<file path="config.mk">
export PLATFORM = sky130hd
export DESIGN_NAME = parallel_port_link_bridge_flat
export DESIGN_NICKNAME = d
export VERILOG_FILES = /design/src/rtl/ppl_pkg.sv /design/src/rtl/ppl_in_if.sv /design/src/rtl/ppl_out_if.sv /design/src/rtl/ppl_ctrl.sv /design/src/rtl/ppl_out_stage.sv /design/src/rtl/parallel_port_link_bridge.sv /design/src/flat_wrapper.sv
export SDC_FILE = /design/constraint.sdc
export NUM_CORES = 1
export LEC_CHECK = 0
export BUFFER_PORTS_ARGS = -buffer_cell sky130_fd_sc_hd__clkbuf_2
export CAP_MARGIN = 20
export CORE_AREA = 5 5 181 183
export DETAILED_ROUTE_END_ITERATION = 6
export DIE_AREA = 0 0 186 188
export PLACE_DENSITY = 0.76
export SYNTH_ARGS = -nofsm -noshare
export SYNTH_HDL_FRONTEND = slang
export SYNTH_SLANG_ARGS = --single-unit
export TNS_END_PERCENT = 100
</file>
<file path="constraint.sdc">
create_clock -name clk_i -period 5.2 [get_ports clk_i]
set_clock_uncertainty 0.1 [all_clocks]
set_input_delay 0.26 -clock clk_i [delete_from_list [all_inputs] [get_ports clk_i]]
set_output_delay 0.26 -clock clk_i [all_outputs]
set_load 0.01 [all_outputs]
</file>
<file path="src/rtl/ppl_pkg.sv">
// ppl_pkg: types and constants shared by the parallel port link bridge.
// No dependencies; used by every module of the bridge.
package ppl_pkg;

  // Controller phase, one-hot.
  typedef enum logic [4:0] {
    PH_HEADER    = 5'b00001,
    PH_SEND_DATA = 5'b00010,
    PH_SEND_ACK  = 5'b00100,
    PH_RECV_ACK  = 5'b01000,
    PH_DRAIN     = 5'b10000
  } phase_e;

  // Input word kinds (a pin sample is any other code).
  localparam logic [1:0] KIND_HOST = 2'd0;
  localparam logic [1:0] KIND_TICK = 2'd2;

  // Command codes from the header's first byte.
  localparam logic [7:0] OP_TGT_RESET  = 8'd0;
  localparam logic [7:0] OP_STROBE     = 8'd1;
  localparam logic [7:0] OP_ACK_QUERY  = 8'd2;
  localparam logic [7:0] OP_PORT_IN    = 8'd3;
  localparam logic [7:0] OP_PORT_OUT   = 8'd4;
  localparam logic [7:0] OP_PORT_READ  = 8'd5;
  localparam logic [7:0] OP_PORT_WRITE = 8'd6;
  localparam logic [7:0] OP_BLOCK_SEND = 8'd7;
  localparam logic [7:0] OP_BLOCK_RECV = 8'd8;

  localparam logic [3:0] HEADER_LEN = 4'd9;

  localparam logic [7:0] BYTE_ACK_CHANGED = 8'h55;
  localparam logic [7:0] BYTE_ACK_SAME    = 8'haa;
  localparam logic [7:0] BYTE_PAD         = 8'hff;
  localparam logic [7:0] BYTE_PULLUP      = 8'hff;

  localparam int unsigned MAX_RESULTS = 5;
  localparam int unsigned RES_W       = 3;

  typedef struct packed {
    logic [1:0] kind;
    logic [7:0] host_byte;
    logic       ack_level;
    logic [7:0] port_in;
  } in_item_t;

  // All results caused by one input word; bytes[0] goes out first.
  typedef struct packed {
    logic [MAX_RESULTS-1:0][7:0] bytes;
    logic [RES_W-1:0]            n;
    logic                        host_valid;
    logic [7:0]                  port_value;
    logic                        port_drive;
    logic                        strobe;
    logic                        rst;
  } bundle_t;

endpackage

</file>
<file path="src/rtl/ppl_in_if.sv">
// ppl_in_if: input channel of the bridge, valid/ready plus one input word.
// Standalone; no package dependency.
interface ppl_in_if;
  logic       valid;
  logic       ready;
  logic [1:0] kind;
  logic [7:0] host_byte;
  logic       ack_level;
  logic [7:0] port_in;

  modport source (output valid, kind, host_byte, ack_level, port_in, input ready);
  modport sink   (input valid, kind, host_byte, ack_level, port_in, output ready);
endinterface

</file>
<file path="src/rtl/ppl_out_if.sv">
// ppl_out_if: result channel of the bridge, valid/ready plus one result word.
// Standalone; no package dependency.
interface ppl_out_if;
  logic       valid;
  logic       ready;
  logic       host_valid;
  logic [7:0] host_out;
  logic [7:0] port_value;
  logic       port_drive;
  logic       strobe_pulse;
  logic       reset_pulse;
  logic       last;

  modport source (output valid, host_valid, host_out, port_value, port_drive, strobe_pulse,
                  reset_pulse, last, input ready);
  modport sink   (input valid, host_valid, host_out, port_value, port_drive, strobe_pulse,
                  reset_pulse, last, output ready);
endinterface

</file>
<file path="src/rtl/ppl_ctrl.sv">
// ppl_ctrl: bridge state registers and the per-word next-state logic.
// Depends on ppl_pkg; produces the result bundle of the word being accepted.
module ppl_ctrl #(
  parameter int unsigned TICKS_PER_SECOND = 4
) (
  input  logic              clk_i,
  input  logic              rst_ni,
  input  logic              accept_i,
  input  ppl_pkg::in_item_t item_i,
  output ppl_pkg::bundle_t  bundle_o
);

  localparam int unsigned TW = $clog2(TICKS_PER_SECOND + 1);
  localparam int unsigned LW = 32 + TW;

  ppl_pkg::phase_e phase_q, phase_d;
  logic [3:0]  header_count_q, header_count_d;
  logic [7:0]  command_q, command_d;
  logic [31:0] size_q, size_d;
  logic [31:0] timeout_q, timeout_d;
  logic [31:0] byte_index_q, byte_index_d;
  logic [31:0] tick_q, tick_d;
  logic        last_ack_q, last_ack_d;
  logic [7:0]  drive_value_q, drive_value_d;
  logic        drive_enable_q, drive_enable_d;
  logic [31:0] reported_q, reported_d;
  logic [LW-1:0] limit_q, limit_d;   // timeout in ticks

  logic [31:0] tick_inc;
  logic [31:0] index_inc;
  logic [3:0]  header_inc;
  logic        timed_out;
  logic        toggled;
  logic        put_b0;
  logic [7:0]  b0;
  logic        put_cnt;
  logic        strobe;
  logic        rst;

  assign tick_inc   = tick_q + {31'd0, item_i.kind == ppl_pkg::KIND_TICK};
  assign index_inc  = byte_index_q + 32'd1;
  assign header_inc = header_count_q + 4'd1;
  assign timed_out  = (timeout_q != 32'd0) && ({{TW{1'b0}}, tick_inc} >= limit_q);
  assign toggled    = item_i.ack_level != last_ack_q;
  assign limit_d    = LW'(timeout_d) * LW'(TICKS_PER_SECOND);

  always_comb begin
    phase_d        = phase_q;
    header_count_d = header_count_q;
    command_d      = command_q;
    size_d         = size_q;
    timeout_d      = timeout_q;
    byte_index_d   = byte_index_q;
    tick_d         = tick_inc;
    last_ack_d     = last_ack_q;
    drive_value_d  = drive_value_q;
    drive_enable_d = drive_enable_q;
    reported_d     = reported_q;
    put_b0         = 1'b0;
    b0             = 8'd0;
    put_cnt        = 1'b0;
    strobe         = 1'b0;
    rst            = 1'b0;

    unique case (phase_q)
      ppl_pkg::PH_SEND_DATA: begin
        if (item_i.kind == ppl_pkg::KIND_HOST) begin
          drive_value_d = item_i.host_byte;
          strobe        = 1'b1;
          tick_d        = 32'd0;
          phase_d       = ppl_pkg::PH_SEND_ACK;
        end
      end
      ppl_pkg::PH_SEND_ACK: begin
        if (timed_out) begin
          reported_d = index_inc;
          put_cnt    = 1'b1;
          phase_d    = ppl_pkg::PH_HEADER;
        end else if (toggled) begin
          last_ack_d   = item_i.ack_level;
          byte_index_d = index_inc;
          if (index_inc >= size_q) begin
            put_cnt = 1'b1;
            phase_d = ppl_pkg::PH_HEADER;
          end else begin
            phase_d = ppl_pkg::PH_SEND_DATA;
          end
        end
      end
      ppl_pkg::PH_RECV_ACK: begin
        if (timed_out) begin
          // first padding byte goes out with the word that timed out
          reported_d   = index_inc;
          put_b0       = 1'b1;
          b0           = ppl_pkg::BYTE_PAD;
          byte_index_d = index_inc;
          if (index_inc >= size_q) begin
            put_cnt = 1'b1;
            phase_d = ppl_pkg::PH_HEADER;
          end else begin
            phase_d = ppl_pkg::PH_DRAIN;
          end
        end else if (toggled) begin
          last_ack_d   = item_i.ack_level;
          put_b0       = 1'b1;
          b0           = item_i.port_in;
          strobe       = 1'b1;
          byte_index_d = index_inc;
          tick_d       = 32'd0;
          if (index_inc >= size_q) begin
            put_cnt = 1'b1;
            phase_d = ppl_pkg::PH_HEADER;
          end
        end
      end
      ppl_pkg::PH_DRAIN: begin
        put_b0       = 1'b1;
        b0           = ppl_pkg::BYTE_PAD;
        byte_index_d = index_inc;
        if (index_inc >= size_q) begin
          put_cnt = 1'b1;
          phase_d = ppl_pkg::PH_HEADER;
        end
      end
      default: begin
        // header gathering; unused codes land here too
        phase_d = ppl_pkg::PH_HEADER;
        if (item_i.kind == ppl_pkg::KIND_HOST) begin
          unique case (header_count_q)
            4'd0: command_d = item_i.host_byte;
            4'd1: size_d[7:0] = item_i.host_byte;
            4'd2: size_d[15:8] = item_i.host_byte;
            4'd3: size_d[23:16] = item_i.host_byte;
            4'd4: size_d[31:24] = item_i.host_byte;
            4'd5: timeout_d[7:0] = item_i.host_byte;
            4'd6: timeout_d[15:8] = item_i.host_byte;
            4'd7: timeout_d[23:16] = item_i.host_byte;
            4'd8: timeout_d[31:24] = item_i.host_byte;
            default: ;
          endcase
          header_count_d = header_inc;
          if (header_inc >= ppl_pkg::HEADER_LEN) begin
            header_count_d = 4'd0;
            unique case (command_d)
              ppl_pkg::OP_TGT_RESET: rst = 1'b1;
              ppl_pkg::OP_STROBE:    strobe = 1'b1;
              ppl_pkg::OP_ACK_QUERY: begin
                put_b0 = 1'b1;
                if (toggled) begin
                  last_ack_d = item_i.ack_level;
                  b0         = ppl_pkg::BYTE_ACK_CHANGED;
                end else begin
                  b0 = ppl_pkg::BYTE_ACK_SAME;
                end
              end
              ppl_pkg::OP_PORT_IN: begin
                drive_enable_d = 1'b0;
                drive_value_d  = ppl_pkg::BYTE_PULLUP;
              end
              ppl_pkg::OP_PORT_OUT: drive_enable_d = 1'b1;
              ppl_pkg::OP_PORT_READ: begin
                put_b0 = 1'b1;
                b0     = item_i.port_in;
              end
              ppl_pkg::OP_PORT_WRITE: drive_value_d = size_d[7:0];
              ppl_pkg::OP_BLOCK_SEND, ppl_pkg::OP_BLOCK_RECV: begin
                byte_index_d = 32'd0;
                tick_d       = 32'd0;
                reported_d   = size_d;
                if (size_d == 32'd0) begin
                  put_cnt = 1'b1;
                end else if (command_d == ppl_pkg::OP_BLOCK_SEND) begin
                  phase_d = ppl_pkg::PH_SEND_DATA;
                end else begin
                  phase_d = ppl_pkg::PH_RECV_ACK;
                end
              end
              default: ;
            endcase
          end
        end
      end
    endcase
  end

  // Pack the results: optional data byte, then optional 4-byte count.
  always_comb begin
    bundle_o            = '0;
    bundle_o.port_value = drive_value_d;
    bundle_o.port_drive = drive_enable_d;
    bundle_o.strobe     = strobe;
    bundle_o.rst        = rst;
    if (put_b0) begin
      bundle_o.host_valid = 1'b1;
      bundle_o.bytes[0]   = b0;
      if (put_cnt) begin
        bundle_o.bytes[1] = reported_d[7:0];
        bundle_o.bytes[2] = reported_d[15:8];
        bundle_o.bytes[3] = reported_d[23:16];
        bundle_o.bytes[4] = reported_d[31:24];
        bundle_o.n        = ppl_pkg::RES_W'(5);
      end else begin
        bundle_o.n = ppl_pkg::RES_W'(1);
      end
    end else if (put_cnt) begin
      bundle_o.host_valid = 1'b1;
      bundle_o.bytes[0]   = reported_d[7:0];
      bundle_o.bytes[1]   = reported_d[15:8];
      bundle_o.bytes[2]   = reported_d[23:16];
      bundle_o.bytes[3]   = reported_d[31:24];
      bundle_o.n          = ppl_pkg::RES_W'(4);
    end else begin
      bundle_o.n = ppl_pkg::RES_W'(1);
    end
  end

  always_ff @(posedge clk_i or negedge rst_ni) begin
    if (!rst_ni) begin
      phase_q        <= ppl_pkg::PH_HEADER;
      header_count_q <= 4'd0;
      command_q      <= 8'd0;
      size_q         <= 32'd0;
      timeout_q      <= 32'd0;
      byte_index_q   <= 32'd0;
      tick_q         <= 32'd0;
      last_ack_q     <= 1'b1;
      drive_value_q  <= 8'd0;
      drive_enable_q <= 1'b0;
      reported_q     <= 32'd0;
      limit_q        <= '0;
    end else if (accept_i) begin
      phase_q        <= phase_d;
      header_count_q <= header_count_d;
      command_q      <= command_d;
      size_q         <= size_d;
      timeout_q      <= timeout_d;
      byte_index_q   <= byte_index_d;
      tick_q         <= tick_d;
      last_ack_q     <= last_ack_d;
      drive_value_q  <= drive_value_d;
      drive_enable_q <= drive_enable_d;
      reported_q     <= reported_d;
      limit_q        <= limit_d;
    end
  end

endmodule

</file>
<file path="src/rtl/ppl_out_stage.sv">
// ppl_out_stage: two-slot bundle buffer that plays results out one per word.
// Depends on ppl_pkg and ppl_out_if.
module ppl_out_stage (
  input  logic              clk_i,
  input  logic              rst_ni,
  input  logic              push_i,
  input  ppl_pkg::bundle_t  bundle_i,
  output logic              ready_o,
  ppl_out_if.source         out_o
);

  ppl_pkg::bundle_t          hold_q, play_q;
  logic                      hold_valid_q, play_valid_q;
  logic [ppl_pkg::RES_W-1:0] idx_q;
  logic                      at_last;
  logic                      play_done;
  logic                      play_free;

  assign at_last   = idx_q == (play_q.n - ppl_pkg::RES_W'(1));
  assign play_done = play_valid_q && out_o.ready && at_last;
  assign play_free = !play_valid_q || play_done;
  assign ready_o   = !hold_valid_q;

  assign out_o.valid        = play_valid_q;
  assign out_o.host_valid   = play_q.host_valid;
  assign out_o.host_out     = play_q.bytes[idx_q];
  assign out_o.port_value   = play_q.port_value;
  assign out_o.port_drive   = play_q.port_drive;
  assign out_o.strobe_pulse = play_q.strobe && (idx_q == '0);
  assign out_o.reset_pulse  = play_q.rst && (idx_q == '0);
  assign out_o.last         = at_last;

  always_ff @(posedge clk_i or negedge rst_ni) begin
    if (!rst_ni) begin
      hold_valid_q <= 1'b0;
      play_valid_q <= 1'b0;
      idx_q        <= '0;
    end else if (play_free) begin
      idx_q <= '0;
      if (hold_valid_q) begin
        play_valid_q <= 1'b1;
        hold_valid_q <= 1'b0;
      end else begin
        play_valid_q <= push_i;
      end
    end else begin
      if (out_o.ready) begin
        idx_q <= idx_q + ppl_pkg::RES_W'(1);
      end
      if (push_i) begin
        hold_valid_q <= 1'b1;
      end
    end
  end

  // payload slots
  always_ff @(posedge clk_i) begin
    if (play_free) begin
      if (hold_valid_q) begin
        play_q <= hold_q;
      end else if (push_i) begin
        play_q <= bundle_i;
      end
    end else if (push_i) begin
      hold_q <= bundle_i;
    end
  end

endmodule

</file>
<file path="src/rtl/parallel_port_link_bridge.sv">
// parallel_port_link_bridge: host byte link to 8-bit parallel port bridge.
// Depends on ppl_pkg, ppl_in_if, ppl_out_if, ppl_ctrl and ppl_out_stage.
//
// Usage:
//   in_i carries one word per handshake: a host byte, a pin sample or a
//   quarter-second timer tick, always with the current ack level and port
//   data. Each accepted word produces one to five result words on out_o;
//   the last of them has last set. host_valid marks result words that carry
//   a byte for the host (data, 0x55/0xaa status, 0xff padding, count bytes).
//   port_value/port_drive give the port state after the word; strobe_pulse
//   and reset_pulse are requests, shown only on the first result word.
//
// Timing:
//   The controller updates its state in the cycle a word is accepted; its
//   result bundle is registered into the play slot, or waits in the extra
//   hold slot while an earlier word still plays out. A word with k results
//   holds the output until all k are taken, so single-result words flow at
//   one per cycle while out_o.ready stays high. in_i.ready drops while the
//   hold slot is full (a multi-result word in progress or a receiver stall)
//   and comes back right after the edge taking the word ahead's last result.
//
// Reset (rst_ni low, async): header gathering, port as input with value 0,
// ack reference level 1, output buffer empty.
module parallel_port_link_bridge #(
  parameter int unsigned TICKS_PER_SECOND = 4
) (
  input  logic      clk_i,
  input  logic      rst_ni,
  ppl_in_if.sink    in_i,
  ppl_out_if.source out_o
);

  ppl_pkg::in_item_t item;
  ppl_pkg::bundle_t  bundle;
  logic              ready;
  logic              accept;

  assign item.kind      = in_i.kind;
  assign item.host_byte = in_i.host_byte;
  assign item.ack_level = in_i.ack_level;
  assign item.port_in   = in_i.port_in;

  assign in_i.ready = ready;
  assign accept     = in_i.valid && ready;

  // state machine and per-word result bundle
  ppl_ctrl #(
    .TICKS_PER_SECOND(TICKS_PER_SECOND)
  ) u_ctrl (
    .clk_i    (clk_i),
    .rst_ni   (rst_ni),
    .accept_i (accept),
    .item_i   (item),
    .bundle_o (bundle)
  );

  // bundle buffer and result serializer
  ppl_out_stage u_out (
    .clk_i    (clk_i),
    .rst_ni   (rst_ni),
    .push_i   (accept),
    .bundle_i (bundle),
    .ready_o  (ready),
    .out_o    (out_o)
  );

endmodule
</file>
<file path="src/flat_wrapper.sv">
// flat-port wrapper written by rule: the top's interface ports become plain ports
module parallel_port_link_bridge_flat 
#(
  parameter int unsigned TICKS_PER_SECOND = 4
)
  (clk_i, rst_ni, in_i_valid, in_i_kind, in_i_host_byte, in_i_ack_level, in_i_port_in, in_i_ready, out_o_valid, out_o_host_valid, out_o_host_out, out_o_port_value, out_o_port_drive, out_o_strobe_pulse, out_o_reset_pulse, out_o_last, out_o_ready);
  ppl_in_if in_i_i ();
  ppl_out_if out_o_i ();
  input  logic clk_i;
  input  logic rst_ni;
  input wire logic [$bits(in_i_i.valid)-1:0] in_i_valid;
  input wire logic [$bits(in_i_i.kind)-1:0] in_i_kind;
  input wire logic [$bits(in_i_i.host_byte)-1:0] in_i_host_byte;
  input wire logic [$bits(in_i_i.ack_level)-1:0] in_i_ack_level;
  input wire logic [$bits(in_i_i.port_in)-1:0] in_i_port_in;
  output wire logic [$bits(in_i_i.ready)-1:0] in_i_ready;
  output wire logic [$bits(out_o_i.valid)-1:0] out_o_valid;
  output wire logic [$bits(out_o_i.host_valid)-1:0] out_o_host_valid;
  output wire logic [$bits(out_o_i.host_out)-1:0] out_o_host_out;
  output wire logic [$bits(out_o_i.port_value)-1:0] out_o_port_value;
  output wire logic [$bits(out_o_i.port_drive)-1:0] out_o_port_drive;
  output wire logic [$bits(out_o_i.strobe_pulse)-1:0] out_o_strobe_pulse;
  output wire logic [$bits(out_o_i.reset_pulse)-1:0] out_o_reset_pulse;
  output wire logic [$bits(out_o_i.last)-1:0] out_o_last;
  input wire logic [$bits(out_o_i.ready)-1:0] out_o_ready;
  assign in_i_i.valid = in_i_valid;
  assign in_i_i.kind = in_i_kind;
  assign in_i_i.host_byte = in_i_host_byte;
  assign in_i_i.ack_level = in_i_ack_level;
  assign in_i_i.port_in = in_i_port_in;
  assign in_i_ready = in_i_i.ready;
  assign out_o_valid = out_o_i.valid;
  assign out_o_host_valid = out_o_i.host_valid;
  assign out_o_host_out = out_o_i.host_out;
  assign out_o_port_value = out_o_i.port_value;
  assign out_o_port_drive = out_o_i.port_drive;
  assign out_o_strobe_pulse = out_o_i.strobe_pulse;
  assign out_o_reset_pulse = out_o_i.reset_pulse;
  assign out_o_last = out_o_i.last;
  assign out_o_i.ready = out_o_ready;
  parallel_port_link_bridge #(.TICKS_PER_SECOND(TICKS_PER_SECOND)) u_core (.clk_i(clk_i), .rst_ni(rst_ni), .in_i(in_i_i), .out_o(out_o_i));
endmodule
</file>
==> results.ini <==
[global_routing]
antenna_found_initial=1
grt_use_total_pct=29.0
overflow=0
grt_pass1_vias=14500
grt_max_degree=111
grt_pass1_wl_mm=80.1

[synthesis]
synth_cells=1878
async_flop_share_pct=64.0
synthTopCellsByArea=dfrtp_1 27%, edfxtp_1 19%, nand2_1 7.0%
synth-seq-area-share_pct=46.1
syn_area_per_cell_um2=9.29
synth_edf_count=108
ys.flop_type=dfrtp_1
synth_nets=1973
synth.most_common_cell=nand2_1
synth_common_cells=327 x nand2_1, 190 x dfrtp_1, 180 x o21ai_0
ys_ff_latch=300
netlist.area_leader.share_pct=27.2
ys_warn_count=0
synth_cell_types=79
netlist_area_um2=17500
yosysTopAreaCell=dfrtp_1

[clock_tree]
cts_buffer_depth=3
htreeDepth=2
cts_buffers=35
worst_skew_pair.late_latency_ns=0.51
cts_root_buf=clkbuf_16
cts_tree=built
path_clk_slew_ns=0.06
numClockSinks=300

[die]
fp.dieW_um=186
design.die.area_um2=35000
die_height_um=188
io_pins=46
start_util_pct=56.2
core-area_um2=31100
rows=65

[finish]
drive_above_1_share_pct=15.8
utilization_pct=64.8
instances_no_fill=2416
fin_area_um2=20100
areaGrowthSynthToFinish_pct=15.3
nNetsFinal=2086

[sta]
max_slew.worst_pin.slew_ns=1.04
grt_setup_unrepaired=yes
fin_crit_ns=5.11
fin_setup_tns_ns=0
period_share_pct=98.4
slew_headroom_pct=30.7
hold_viol=0
holdWs_ns=0.0263
drv_slew=0
fin_ws_ns=0.0853
finalSetupViolCount=0
fmax_ghz=0.196

[route]
first_iter_violations=1578
post-route-drc-count=9
drt_pre_antenna_iters=7
num_vias=15000
totalWireLength_mm=51.8
drt-vias-per-instance=6.22
wl_per_cell_um=21.4
drtAntennaViolNets=0

[critical_path]
rr_startpoint=u_core.u_ctrl.tick_q[15]$_DFFE_PN0P_
critical_path_arrival_ns=5.27
worstPathCellList=and3_4 > and4_1 > and3_4 > and3_2 > and2_1 > and3_1 > xor2_1 > ha_1 > nand4_1 > or4_4 > or4_4 > o22a_4 > a21oi_4 > buf_6 > o21ai_4 > a221o_1 > and2_1 > mux2_4
crit_fanout=8
startpoint=u_core.u_ctrl.tick_q[15]$_DFFE_PN0P_
required_ns=5.36
path_class=reg2reg
crit_buf_inv=1
cpPeakStageDelay_ns=0.46
rrSetupSlack_ns=0.09
critPathSlowestCell=or4_4
path_delay_family=simple AND/OR/NAND/NOR gates
crit_path_start_kind=flop
cp-end-kind=flop

[place]
gp_congestion=0.997
pre_cts_ws_ns=-0.280
dp_hpwl_mm=36.9
io_buffers=45
dp.cells=2334
postPlaceCellArea_um2=18700

[power]
leakagePower_nw=8.82
power_density_nw_per_um2=386
finalPower_mw=7.77
peakVddDrop_mv=0.253

[status]
status=finished, violations left
failed_checks=DRC

[worst_hold_path]
holdCritStartpoint=in_i_port_in[5]
hold_path.class=in2reg

[flow_run]
drv_cap=0

==> cell families after synthesis <==
group                      count (synthesis)  share of synthesized area (%)
xor gates and xnor gates                  67                           3.36
AOI/OAI and AO/OA                        478                           17.4
buffers and inverters                    197                           4.69
adders and majority gates                 72                           5.16
DFF                                      300                           46.1
and+or+nand+nor                          676                           17.9
muxes                                     88                           5.38
==> final cells by class <==
class / count / area (um^2)
multi-input cells: 1382 / 8770
inverters: 88 / 330
clock inverters: 10 / 77.6
flip-flops and latches: 300 / 8050
fillers: 2504 / 10900
well taps: 402 / 503
diodes: 1 / 2.50
clock buffers: 49 / 988
repair buffers: 184 / 1410
==> sequential cells by signal (all words and copies together), names as in the netlist, 5 cells and up <==
signal                         count
u_core.u_ctrl.reported_q          32
u_core.u_out.out_o.port_value      8
u_core.u_ctrl.size_q              32
u_core.u_out.play_q               44
u_core.u_out.hold_q               54
u_core.u_ctrl.byte_index_q        32
u_core.u_ctrl.command_q            8
u_core.u_ctrl.phase_q              5
u_core.u_ctrl.timeout_q           32
u_core.u_ctrl.drive_value_q        8
u_core.u_ctrl.tick_q              32
==> worst paths after layout <==
check | end | cells past startpoint
worst min register to register | u_core.u_ctrl.reported_q[13]$_DFFE_PN0P_ | 2
worst max-delay path | u_core.u_out.play_q[47]$_DFFE_PP_ | 18
worst min-delay path | u_core.u_out.hold_q[20]$_DFFE_PP_ | 3
worst max register to register | u_core.u_out.play_q[47]$_DFFE_PP_ | 18
min in group asynchronous | u_core.u_ctrl.byte_index_q[12]$_DFFE_PN0P_ | 2
max in group asynchronous | u_core.u_ctrl.drive_value_q[1]$_DFFE_PN0P_ | 3
==> worst reg2reg max path, stage by stage, from the launching register on <==
cell	delay, ns
dfrtp_1	0.41
and3_4	0.20
and4_1	0.23
and3_4	0.20
and3_2	0.25
and2_1	0.18
and3_1	0.21
xor2_1	0.17
ha_1	0.31
nand4_1	0.15
or4_4	0.46
or4_4	0.45
o22a_4	0.23
a21oi_4	0.17
buf_6	0.16
o21ai_4	0.12
a221o_1	0.44
and2_1	0.18
mux2_4	0.26
==> repair_timing <==
| item | 4_1_cts | 5_1_grt |
|---|---|---|
| setup buffers | 0 | 6 |
| hold buffers | 12 | 0 |
| hold endpoints to repair | 118 | 0 |
| gates resized for setup | 3 | 22 |
| pin swaps | 0 | 8 |
| cloned | 0 | 3 |
| endpoints found under the setup margin | 16 | 81 |
==> layer usage <==
layer	vias to the layer above	part of all wire, %	track usage (%)
li1	6954	-	-
met1	7200	41	39.7
met2	694	46	45.2
met3	168	8.5	5.61
met4	2	4.8	12.1
met5	-	0.031	0
==> layout by cell type, fill, tap and decap left out, types with 12 or more instances in the layout <==
cell type,Yosys,routed
nand2_1,327,326
dfrtp_1,190,190
o21ai_0,180,180
nor2_1,131,128
buf_4,12,117
edfxtp_1,108,108
a21oi_1,103,102
inv_1,87,87
ha_1,72,71
clkbuf_2,0,45
mux2i_1,48,41
xnor2_1,40,40
mux2_2,38,38
nand3_1,39,37
clkbuf_16,0,37
nand4_1,29,29
xor2_1,27,27
a22o_1,25,25
nor3_1,25,24
a221o_1,24,24
and3_1,24,19
and2_1,19,19
o22ai_1,19,19
o31ai_1,19,19
nor4_1,17,17
a211oi_1,17,17
a21o_1,13,13
dlygate4sd3_1,0,12
==> power breakdown <==
part           internal [mW]  switching [mW]
Sequential              2.93           0.297
Clock                   1.37           0.965
Combinational          0.778            1.44
Total                   5.07            2.70
(Power assumes the default switching activity.)
